[config.mk]
export PLATFORM = sky130hd
export DESIGN_NAME = sequence_gap_recovery_tracker_flat
export DESIGN_NICKNAME = d
export VERILOG_FILES = /design/src/hdl/sgrt_pkg.sv /design/src/hdl/sgrt_in_if.sv /design/src/hdl/sgrt_out_if.sv /design/src/hdl/sequence_gap_recovery_tracker.sv /design/src/hdl/sgrt_cell.sv /design/src/hdl/sgrt_obuf.sv /design/src/flat_wrapper.sv
export SDC_FILE = /design/constraint.sdc
export NUM_CORES = 2
export LEC_CHECK = 0
export BUFFER_PORTS_ARGS = -buffer_cell sky130_fd_sc_hd__buf_2
export CAP_MARGIN = 20
export CORE_AREA = 2 2 344 261
export CTS_CLUSTER_SIZE = 10
export DETAILED_ROUTE_END_ITERATION = 10
export DIE_AREA = 0 0 346 263
export GPL_ROUTABILITY_DRIVEN = 0
export PLACE_DENSITY = 0.78
export SLEW_MARGIN = 20
export SYNTH_ARGS = -nofsm -noshare
export SYNTH_HDL_FRONTEND = slang
export SYNTH_SLANG_ARGS = --single-unit
[constraint.sdc]
create_clock -name clk_i -period 15.12 [get_ports clk_i]
set_clock_uncertainty 0.1 [all_clocks]
set_input_delay 0 -clock clk_i [delete_from_list [all_inputs] [get_ports clk_i]]
set_output_delay 0 -clock clk_i [all_outputs]
set_load 0.02 [all_outputs]
[src/hdl/sgrt_pkg.sv]
package sgrt_pkg;

  localparam int unsigned DEPTH  = 16;
  localparam int unsigned SEQ_W  = 31;
  localparam int unsigned KIND_W = 2;
  localparam int unsigned STAT_W = 3;
  localparam int unsigned CNT_W  = $clog2(DEPTH + 1);

  localparam logic REQ_FULL = 1'b0;
  localparam logic REQ_ONE  = 1'b1;

  typedef enum logic [KIND_W-1:0] {
    KIND_PKT = 2'd0,
    KIND_END = 2'd1,
    KIND_ERR = 2'd2
  } kind_e;

  typedef enum logic [STAT_W-1:0] {
    ST_IN_ORDER  = 3'd0,
    ST_GAP       = 3'd1,
    ST_OLD       = 3'd2,
    ST_RECOVERED = 3'd3,
    ST_WRONG     = 3'd4,
    ST_OVERFLOW  = 3'd5,
    ST_EVENT     = 3'd6
  } status_e;

  // One queued missing range [start_seq, stop_seq).
  typedef struct packed {
    logic [SEQ_W-1:0] start_seq;
    logic [SEQ_W-1:0] stop_seq;
  } entry_t;

  typedef struct packed {
    logic shift;
    logic load;
  } cell_ctl_t;

  typedef struct packed {
    status_e          status;
    logic             request_valid;
    logic             request_type;
    logic [SEQ_W-1:0] request_seq;
    logic [SEQ_W-1:0] gap_start;
    logic [SEQ_W-1:0] gap_end;
    logic             done_res;
  } res_t;

endpackage

[src/hdl/sgrt_in_if.sv]
interface sgrt_in_if;
  import sgrt_pkg::*;

  logic              valid;
  logic              ready;
  logic [KIND_W-1:0] kind;
  logic [SEQ_W-1:0]  seq;

  modport source (output valid, kind, seq, input ready);
  modport sink   (input valid, kind, seq, output ready);
endinterface

[src/hdl/sgrt_out_if.sv]
interface sgrt_out_if;
  import sgrt_pkg::*;

  logic              valid;
  logic              ready;
  logic [STAT_W-1:0] status;
  logic              request_valid;
  logic              request_type;
  logic [SEQ_W-1:0]  request_seq;
  logic [SEQ_W-1:0]  gap_start;
  logic [SEQ_W-1:0]  gap_end;
  logic              done_res;

  modport source (output valid, status, request_valid, request_type, request_seq,
                  gap_start, gap_end, done_res, input ready);
  modport sink   (input valid, status, request_valid, request_type, request_seq,
                  gap_start, gap_end, done_res, output ready);
endinterface

[src/hdl/sequence_gap_recovery_tracker.sv]
// Sequence gap tracker with retransmit requests. Every input word carries a kind (packet,
// end of stream, link error) and a sequence number, and produces exactly one result word.
// While streaming, a packet that jumps past the last number plus one queues the missing
// range, or reports overflow if the queue is full; older or duplicate numbers queue nothing.
// At end of stream an empty queue reports done, otherwise the block switches to recovery and
// asks for the head range one number at a time. A link error drops the queue and asks for
// the full stream, unless recovery has already drained it, in which case done is reported.
// Done is sticky until reset. The block takes one word per clock cycle while the result
// buffer has room; each result is registered. The rate is set by the single compare-and-update
// of the head cell of the range queue, which is a row of 16 cells that shift toward the head
// on a pop. A two-word result buffer lets the input keep accepting while one result waits at
// the output; the input stalls only when both words are full.
module sequence_gap_recovery_tracker (
  input  logic         clk_i,
  input  logic         rst_ni,
  sgrt_in_if.sink      in_i,
  sgrt_out_if.source   out_o
);
  import sgrt_pkg::*;

  logic [SEQ_W-1:0] last_q, last_d;
  logic [CNT_W-1:0] cnt_q, cnt_d;
  logic             rec_q, rec_d;
  logic             bl_q, bl_d;
  logic             fin_q, fin_d;

  entry_t cells [DEPTH];
  entry_t load_ent;
  logic   push, pop, head_ld;
  logic   go, buf_ready;
  res_t   res, res_out;

  logic [SEQ_W:0]   next_seq;
  logic [SEQ_W:0]   in_seq;
  logic [SEQ_W-1:0] head_nxt;

  assign go       = in_i.valid && buf_ready;
  assign in_i.ready = buf_ready;
  assign next_seq = {1'b0, last_q} + {{SEQ_W{1'b0}}, 1'b1};
  assign in_seq   = {1'b0, in_i.seq};
  assign head_nxt = cells[0].start_seq + {{(SEQ_W-1){1'b0}}, 1'b1};

  // The next-state and result logic works on one word. Nothing is committed unless the
  // word is accepted this cycle.
  always_comb begin
    res      = '0;
    last_d   = last_q;
    cnt_d    = cnt_q;
    rec_d    = rec_q;
    bl_d     = bl_q;
    fin_d    = fin_q;
    push     = 1'b0;
    pop      = 1'b0;
    head_ld  = 1'b0;
    load_ent = '{start_seq: next_seq[SEQ_W-1:0], stop_seq: in_i.seq};

    if (fin_q) begin
      res.status   = ST_EVENT;
      res.done_res = 1'b1;
    end else begin
      case (kind_e'(in_i.kind))
        KIND_PKT: begin
          if (!rec_q) begin
            // Streaming: compare against the last number plus one.
            if (in_seq == next_seq) begin
              res.status = ST_IN_ORDER;
            end else if (in_seq > next_seq) begin
              if (cnt_q == CNT_W'(DEPTH)) begin
                res.status = ST_OVERFLOW;
              end else begin
                push          = 1'b1;
                cnt_d         = cnt_q + {{(CNT_W-1){1'b0}}, 1'b1};
                res.status    = ST_GAP;
                res.gap_start = next_seq[SEQ_W-1:0];
                res.gap_end   = in_i.seq;
              end
            end else begin
              res.status = ST_OLD;
            end
            last_d = in_i.seq;
          end else if (cnt_q == '0) begin
            fin_d        = 1'b1;
            res.status   = ST_RECOVERED;
            res.done_res = 1'b1;
          end else if (in_i.seq != cells[0].start_seq) begin
            // Wrong packet during recovery: ask for the same number again.
            res.status        = ST_WRONG;
            res.request_valid = 1'b1;
            res.request_type  = REQ_ONE;
            res.request_seq   = cells[0].start_seq;
          end else begin
            res.status = ST_RECOVERED;
            if (head_nxt >= cells[0].stop_seq) begin
              // Head range exhausted: every cell hands its range one place forward.
              pop   = 1'b1;
              cnt_d = cnt_q - {{(CNT_W-1){1'b0}}, 1'b1};
              if (cnt_q == {{(CNT_W-1){1'b0}}, 1'b1}) begin
                fin_d        = 1'b1;
                res.done_res = 1'b1;
              end else begin
                res.request_valid = 1'b1;
                res.request_type  = REQ_ONE;
                res.request_seq   = cells[1].start_seq;
              end
            end else begin
              head_ld           = 1'b1;
              load_ent          = '{start_seq: head_nxt, stop_seq: cells[0].stop_seq};
              res.request_valid = 1'b1;
              res.request_type  = REQ_ONE;
              res.request_seq   = head_nxt;
            end
          end
        end
        KIND_END: begin
          res.status = ST_EVENT;
          if (cnt_q == '0) begin
            fin_d        = 1'b1;
            res.done_res = 1'b1;
          end else begin
            rec_d             = 1'b1;
            bl_d              = 1'b1;
            res.request_valid = 1'b1;
            res.request_type  = REQ_ONE;
            res.request_seq   = cells[0].start_seq;
          end
        end
        KIND_ERR: begin
          res.status = ST_EVENT;
          if (bl_q && cnt_q == '0) begin
            fin_d        = 1'b1;
            res.done_res = 1'b1;
          end else begin
            cnt_d             = '0;
            rec_d             = 1'b0;
            res.request_valid = 1'b1;
            res.request_type  = REQ_FULL;
          end
        end
        default: begin
          res.status = ST_EVENT;
        end
      endcase
    end
  end

  always_ff @(posedge clk_i or negedge rst_ni) begin
    if (!rst_ni) begin
      last_q <= '0;
      cnt_q  <= '0;
      rec_q  <= 1'b0;
      bl_q   <= 1'b0;
      fin_q  <= 1'b0;
    end else if (go) begin
      last_q <= last_d;
      cnt_q  <= cnt_d;
      rec_q  <= rec_d;
      bl_q   <= bl_d;
      fin_q  <= fin_d;
    end
  end

  // Range queue: cell zero is always the head. A push writes the first free cell, a pop
  // shifts the whole row by one, and a partial recovery rewrites the head cell in place.
  for (genvar k = 0; k < DEPTH; k++) begin : g_cell
    cell_ctl_t ctl;
    entry_t    nbr;

    assign ctl.shift = go && pop;
    assign ctl.load  = go && ((push && cnt_q == CNT_W'(k)) || (head_ld && k == 0));

    if (k == DEPTH - 1) begin : g_tail
      assign nbr = cells[k];
    end else begin : g_body
      assign nbr = cells[k+1];
    end

    sgrt_cell u_cell (
      .clk_i   (clk_i),
      .ctl_i   (ctl),
      .load_i  (load_ent),
      .next_i  (nbr),
      .entry_o (cells[k])
    );
  end

  sgrt_obuf u_obuf (
    .clk_i   (clk_i),
    .rst_ni  (rst_ni),
    .push_i  (go),
    .res_i   (res),
    .ready_o (buf_ready),
    .valid_o (out_o.valid),
    .pop_i   (out_o.ready),
    .res_o   (res_out)
  );

  assign out_o.status        = res_out.status;
  assign out_o.request_valid = res_out.request_valid;
  assign out_o.request_type  = res_out.request_type;
  assign out_o.request_seq   = res_out.request_seq;
  assign out_o.gap_start     = res_out.gap_start;
  assign out_o.gap_end       = res_out.gap_end;
  assign out_o.done_res      = res_out.done_res;

`ifndef ASSERT_OFF
  a_cnt_bound: assert property (@(posedge clk_i) disable iff (!rst_ni)
    cnt_q <= CNT_W'(DEPTH))
    else $error("range queue count beyond depth");

  a_fin_sticky: assert property (@(posedge clk_i) disable iff (!rst_ni)
    fin_q |=> fin_q)
    else $error("done flag cleared without reset");

  a_rec_nonempty: assert property (@(posedge clk_i) disable iff (!rst_ni)
    (rec_q && !fin_q) |-> (cnt_q != '0))
    else $error("recovery mode with an empty range queue");
`endif

endmodule

[src/hdl/sgrt_cell.sv]
module sgrt_cell (
  input  logic                clk_i,
  input  sgrt_pkg::cell_ctl_t ctl_i,
  input  sgrt_pkg::entry_t    load_i,
  input  sgrt_pkg::entry_t    next_i,
  output sgrt_pkg::entry_t    entry_o
);
  import sgrt_pkg::*;

  entry_t entry_q, entry_d;

  // A load has priority; a shift pulls the neighbor's range one place toward the head.
  always_comb begin
    entry_d = entry_q;
    if (ctl_i.load) begin
      entry_d = load_i;
    end else if (ctl_i.shift) begin
      entry_d = next_i;
    end
  end

  always_ff @(posedge clk_i) begin
    entry_q <= entry_d;
  end

  assign entry_o = entry_q;

endmodule

[src/hdl/sgrt_obuf.sv]
module sgrt_obuf (
  input  logic           clk_i,
  input  logic           rst_ni,
  input  logic           push_i,
  input  sgrt_pkg::res_t res_i,
  output logic           ready_o,
  output logic           valid_o,
  input  logic           pop_i,
  output sgrt_pkg::res_t res_o
);
  import sgrt_pkg::*;

  logic main_v_q, skid_v_q;
  res_t main_q, skid_q;
  logic take;

  assign ready_o = !skid_v_q;
  assign valid_o = main_v_q;
  assign res_o   = main_q;
  assign take    = main_v_q && pop_i;

  always_ff @(posedge clk_i or negedge rst_ni) begin
    if (!rst_ni) begin
      main_v_q <= 1'b0;
      skid_v_q <= 1'b0;
    end else begin
      if (!main_v_q || take) begin
        if (skid_v_q) begin
          main_v_q <= 1'b1;
          skid_v_q <= 1'b0;
        end else begin
          main_v_q <= push_i;
        end
      end else if (push_i) begin
        skid_v_q <= 1'b1;
      end
    end
  end

  always_ff @(posedge clk_i) begin
    if (!main_v_q || take) begin
      main_q <= skid_v_q ? skid_q : res_i;
    end else if (push_i) begin
      skid_q <= res_i;
    end
  end

`ifndef ASSERT_OFF
  a_skid_behind_main: assert property (@(posedge clk_i) disable iff (!rst_ni)
    skid_v_q |-> main_v_q)
    else $error("skid word held while main word is empty");
`endif

endmodule
[src/flat_wrapper.sv]
// flat-port wrapper written by rule: the top's interface ports become plain ports
module sequence_gap_recovery_tracker_flat import sgrt_pkg::*;
  (clk_i, rst_ni, in_i_valid, in_i_kind, in_i_seq, in_i_ready, out_o_valid, out_o_status, out_o_request_valid, out_o_request_type, out_o_request_seq, out_o_gap_start, out_o_gap_end, out_o_done_res, out_o_ready);
  sgrt_in_if in_i_i ();
  sgrt_out_if out_o_i ();
  input  logic clk_i;
  input  logic rst_ni;
  input wire logic [$bits(in_i_i.valid)-1:0] in_i_valid;
  input wire logic [$bits(in_i_i.kind)-1:0] in_i_kind;
  input wire logic [$bits(in_i_i.seq)-1:0] in_i_seq;
  output wire logic [$bits(in_i_i.ready)-1:0] in_i_ready;
  output wire logic [$bits(out_o_i.valid)-1:0] out_o_valid;
  output wire logic [$bits(out_o_i.status)-1:0] out_o_status;
  output wire logic [$bits(out_o_i.request_valid)-1:0] out_o_request_valid;
  output wire logic [$bits(out_o_i.request_type)-1:0] out_o_request_type;
  output wire logic [$bits(out_o_i.request_seq)-1:0] out_o_request_seq;
  output wire logic [$bits(out_o_i.gap_start)-1:0] out_o_gap_start;
  output wire logic [$bits(out_o_i.gap_end)-1:0] out_o_gap_end;
  output wire logic [$bits(out_o_i.done_res)-1:0] out_o_done_res;
  input wire logic [$bits(out_o_i.ready)-1:0] out_o_ready;
  assign in_i_i.valid = in_i_valid;
  assign in_i_i.kind = in_i_kind;
  assign in_i_i.seq = in_i_seq;
  assign in_i_ready = in_i_i.ready;
  assign out_o_valid = out_o_i.valid;
  assign out_o_status = out_o_i.status;
  assign out_o_request_valid = out_o_i.request_valid;
  assign out_o_request_type = out_o_i.request_type;
  assign out_o_request_seq = out_o_i.request_seq;
  assign out_o_gap_start = out_o_i.gap_start;
  assign out_o_gap_end = out_o_i.gap_end;
  assign out_o_done_res = out_o_i.done_res;
  assign out_o_i.ready = out_o_ready;
  sequence_gap_recovery_tracker u_core (.clk_i(clk_i), .rst_ni(rst_ni), .in_i(in_i_i), .out_o(out_o_i));
endmodule
==> flow_metrics.py <==
metrics = {
    "status": {
        "status": "complete, no violations",
    },
    "grt": {
        "grt_pass1_vias": 33450,
        "gr-usage-all-layers_pct": 32.87,
        "grt_pass1_wl_um": 220100,
        "grt_overflow": 0,
        "antenna_found_initial": 5,
        "grt_max_degree": 91,
    },
    "power": {
        "comb_power_share_pct": 12.9,
        "p_int_mw": 5.771,
        "power.density_mw_per_mm2": 129.6,
        "switching_share_pct": 26.95,
        "seq_power_share_pct": 49.5,
        "peakVddDrop_mv": 0.1142,
        "clkPwrFrac_pct": 37.6,
        "p_leak_nw": 22.10,
        "p_sw_mw": 2.129,
    },
    "die": {
        "coreArea_sq_mm": 0.08727,
        "fp.dieW_um": 346,
        "fp.dieH_um": 263,
        "core.rowCount": 94,
        "start_util_pct": 62.82,
        "die-area_sq_mm": 0.09100,
        "io_pins": 138,
    },
    "cells_and_area": {
        "drive_gt1_share_pct": 25.24,
        "nFillCells": 5775,
        "nNetsFinal": 4168,
        "multi_input_area_sq_mm": 0.01689,
        "final_common_cell": "edfxtp_1",
        "seqCellArea_sq_mm": 0.03676,
        "final_cell_mix": "1190 x edfxtp_1, 577 x mux2_2, 498 x nand2_1, 403 x o21ai_0, 144 x clkbuf_16",
        "syn_to_final_growth_pct": 11.17,
        "finalNonFillerCells": 5257,
    },
    "routing": {
        "drt_iter0_drc": 5419,
        "ant_nets": 0,
        "drt-vias-per-instance": 6.633,
        "drc": 0,
        "routed_wl_um": 150500,
        "vias": 34870,
        "wl_per_cell_um": 28.63,
        "drtPass1Iterations": 7,
    },
    "synth": {
        "syn_nets": 4010,
        "async_reset_ff_share_pct": 3.331,
        "ys.flop_type": "edfxtp_1",
        "synth_cell_types": 73,
        "synth_edf_count": 1190,
        "ys_seq_area_share_pct": 67.06,
        "yosys_register_bits": 1231,
        "synthCells": 3905,
        "avgSynthCellArea_sq_um": 14.04,
        "ys_warn_count": 0,
        "syn_area_sq_mm": 0.05482,
    },
    "sta": {
        "setup_tns_ps": 0,
        "slew_headroom_pct": 23.05,
        "rsz0062_at_grt": "no",
        "min_period_over_period_pct": 50.50,
        "drv_slew": 0,
        "fmax_mhz": 131.0,
        "hold_viol": 0,
        "worst_slew_pin_slew_ps": 1154,
        "post-route-min-period_ps": 7636,
        "setup_viol": 0,
    },
    "run": {
        "drv_cap": 0,
    },
    "setup_path": {
        "startpoint_type": "flop",
        "endpoint_kind": "flop",
        "crit_fanout": 41,
        "crit_type": "reg2reg",
        "critPathRequiredTime_ps": 15400,
        "arrival_ps": 7920,
    },
    "clocking": {
        "clk_latency_ps": 750,
        "cts_root_buf": "clkbuf_16",
        "cts_buffers": 141,
        "clock_sinks": 1231,
        "cts_max_level": 4,
        "path_clk_slew_ps": 60,
        "cts_tree": "yes",
        "clockBufferDepth": 3,
        "cts_setup_buffers": 0,
    },
    "placement": {
        "placed_cells": 5031,
        "portBuffers": 137,
        "dp_hpwl_um": 90060,
    },
    "min_path": {
        "hold_path.class": "in2reg",
    },
}
## critical path, cell delays in order (launching register included)
cell	delay, ps
edfxtp_1	720
ha_1	370
nand3_1	110
nor4_1	870
nand3_1	330
nor2_1	190
xor2_1	380
ha_1	330
nand4_1	100
or4_1	210
a21oi_1	110
a2111oi_0	910
nand2_1	800
nand3_1	260
buf_4	450
nand2_4	440
buf_4	520
## area by class of cell
cell class | instances | share of cell area, %
clock inverters | 8 | 0.1458
flip-flops and latches | 1231 | 60.32
well taps | 1152 | 2.365
repair buffers | 238 | 2.566
inverters | 125 | 0.7699
diodes | 4 | 0.01643
clock buffers | 173 | 6.092
multi-input cells | 2326 | 27.72
## kinds of logic after synthesis
kind of cell | after synthesis | share of synthesized area [%]
flip-flops | 1231 | 67.06
AND/OR/NAND/NOR | 880 | 7.105
multiplexers | 658 | 13.65
AO/OA/AOI/OAI | 632 | 6.619
buffers and inverters | 348 | 2.584
XOR/XNOR | 88 | 1.431
adder cells (fa/ha/maj) | 68 | 1.552
## power by group through the flow
stage / logic [mW] / registers (mW) / clock network [mW]
floorplan: 0.536 / 3.98 / 0
finish: 1.02 / 3.91 / 2.97
global placement: 0.942 / 3.96 / 0
CTS: 0.975 / 3.90 / 2.99
global route: 1.07 / 3.91 / 3.12
detailed placement: 0.956 / 3.97 / 0
## cells in the mapped netlist, drive strengths merged, types with 9 or more instances
cell	n	area, sq um
a21o	39	292.8
a21oi	55	275.3
a22o	15	131.4
a2bb2oi	20	175.2
and2	41	259.0
and3	22	142.6
and4	9	80.08
buf	61	337.8
clkbuf	162	609.3
clkinv	33	123.9
dfrtp	41	1026
edfxtp	1190	35730
ha	68	850.8
inv	92	345.3
mux2	624	7143
mux2i	34	340.3
nand2	506	1899
nand3	46	247.7
nand4	39	244.0
nor2	143	541.8
nor2b	11	68.82
nor3	21	116.4
nor4	12	81.33
o21ai	418	2092
o31ai	37	277.8
xnor2	34	297.8
xor2	53	464.2
## sequential cells by signal, indices dropped and copies added (netlist names)
signal                        cells
u_core.u_obuf.skid_q             99
u_core.g_cell.u_cell.entry_o    992
u_core.fin_q                      1
u_core.u_obuf.skid_v_q            1
u_core.rec_q                      1
u_core.u_obuf.res_o              99
u_core.cnt_q                      5
u_core.last_q                    31
u_core.bl_q                       1
u_core.u_obuf.valid_o             1
## routing by layer
layer / vias up / track usage [%] / wire length [um]
met5: - / 0 / 20
met4: 4 / 11.93 / 5266
met3: 343 / 9.468 / 20570
met2: 2530 / 46.91 / 64260
met1: 17200 / 48.36 / 60400
li1: 14790 / - / -
## timing repair
item | in CTS | in global routing
hold endpoints to repair | 273 | 0
gates resized for setup | 0 | 0
hold buffers | 41 | 0
endpoints found under the setup margin | 0 | 0
## per-stage QoR
step | cell area [sq um] | total power, mW | hold WS (ps) | util (%) | setup slack (ps)
after detailed placement | 56700 | 4.927 | 121.7 | 64.97 | 7761
final | 60940 | 7.900 | 192.4 | 69.83 | 7484
after CTS | 60920 | 7.869 | 132.2 | 69.81 | 7704
after global routing | 60930 | 8.105 | 181.3 | 69.82 | 7312
after global placement | 56690 | 4.906 | 124.5 | 64.96 | 7781
after floorplan | 54820 | 4.512 | -395.6 | - | 4454
## final timing paths
path / start / end / slack [ps] / cells past startpoint
setup reg to reg: u_core.g_cell[0].u_cell.entry_o[31] / u_core.g_cell[11].u_cell.entry_o[1] / 7480 / 16
setup / recovery: u_core.g_cell[0].u_cell.entry_o[31] / u_core.g_cell[11].u_cell.entry_o[1] / 7480 / 16
max in group asynchronous: rst_ni / u_core.cnt_q[0] / 14420 / 4
min in group asynchronous: rst_ni / u_core.u_obuf.valid_o / 290 / 4
hold reg to reg: u_core.g_cell[5].u_cell.entry_o[52] / u_core.g_cell[4].u_cell.entry_o[52] / 410 / 1
hold / removal: in_i_seq[1] / u_core.last_q[1] / 190 / 3
Power figures use the tool's default switching activity.
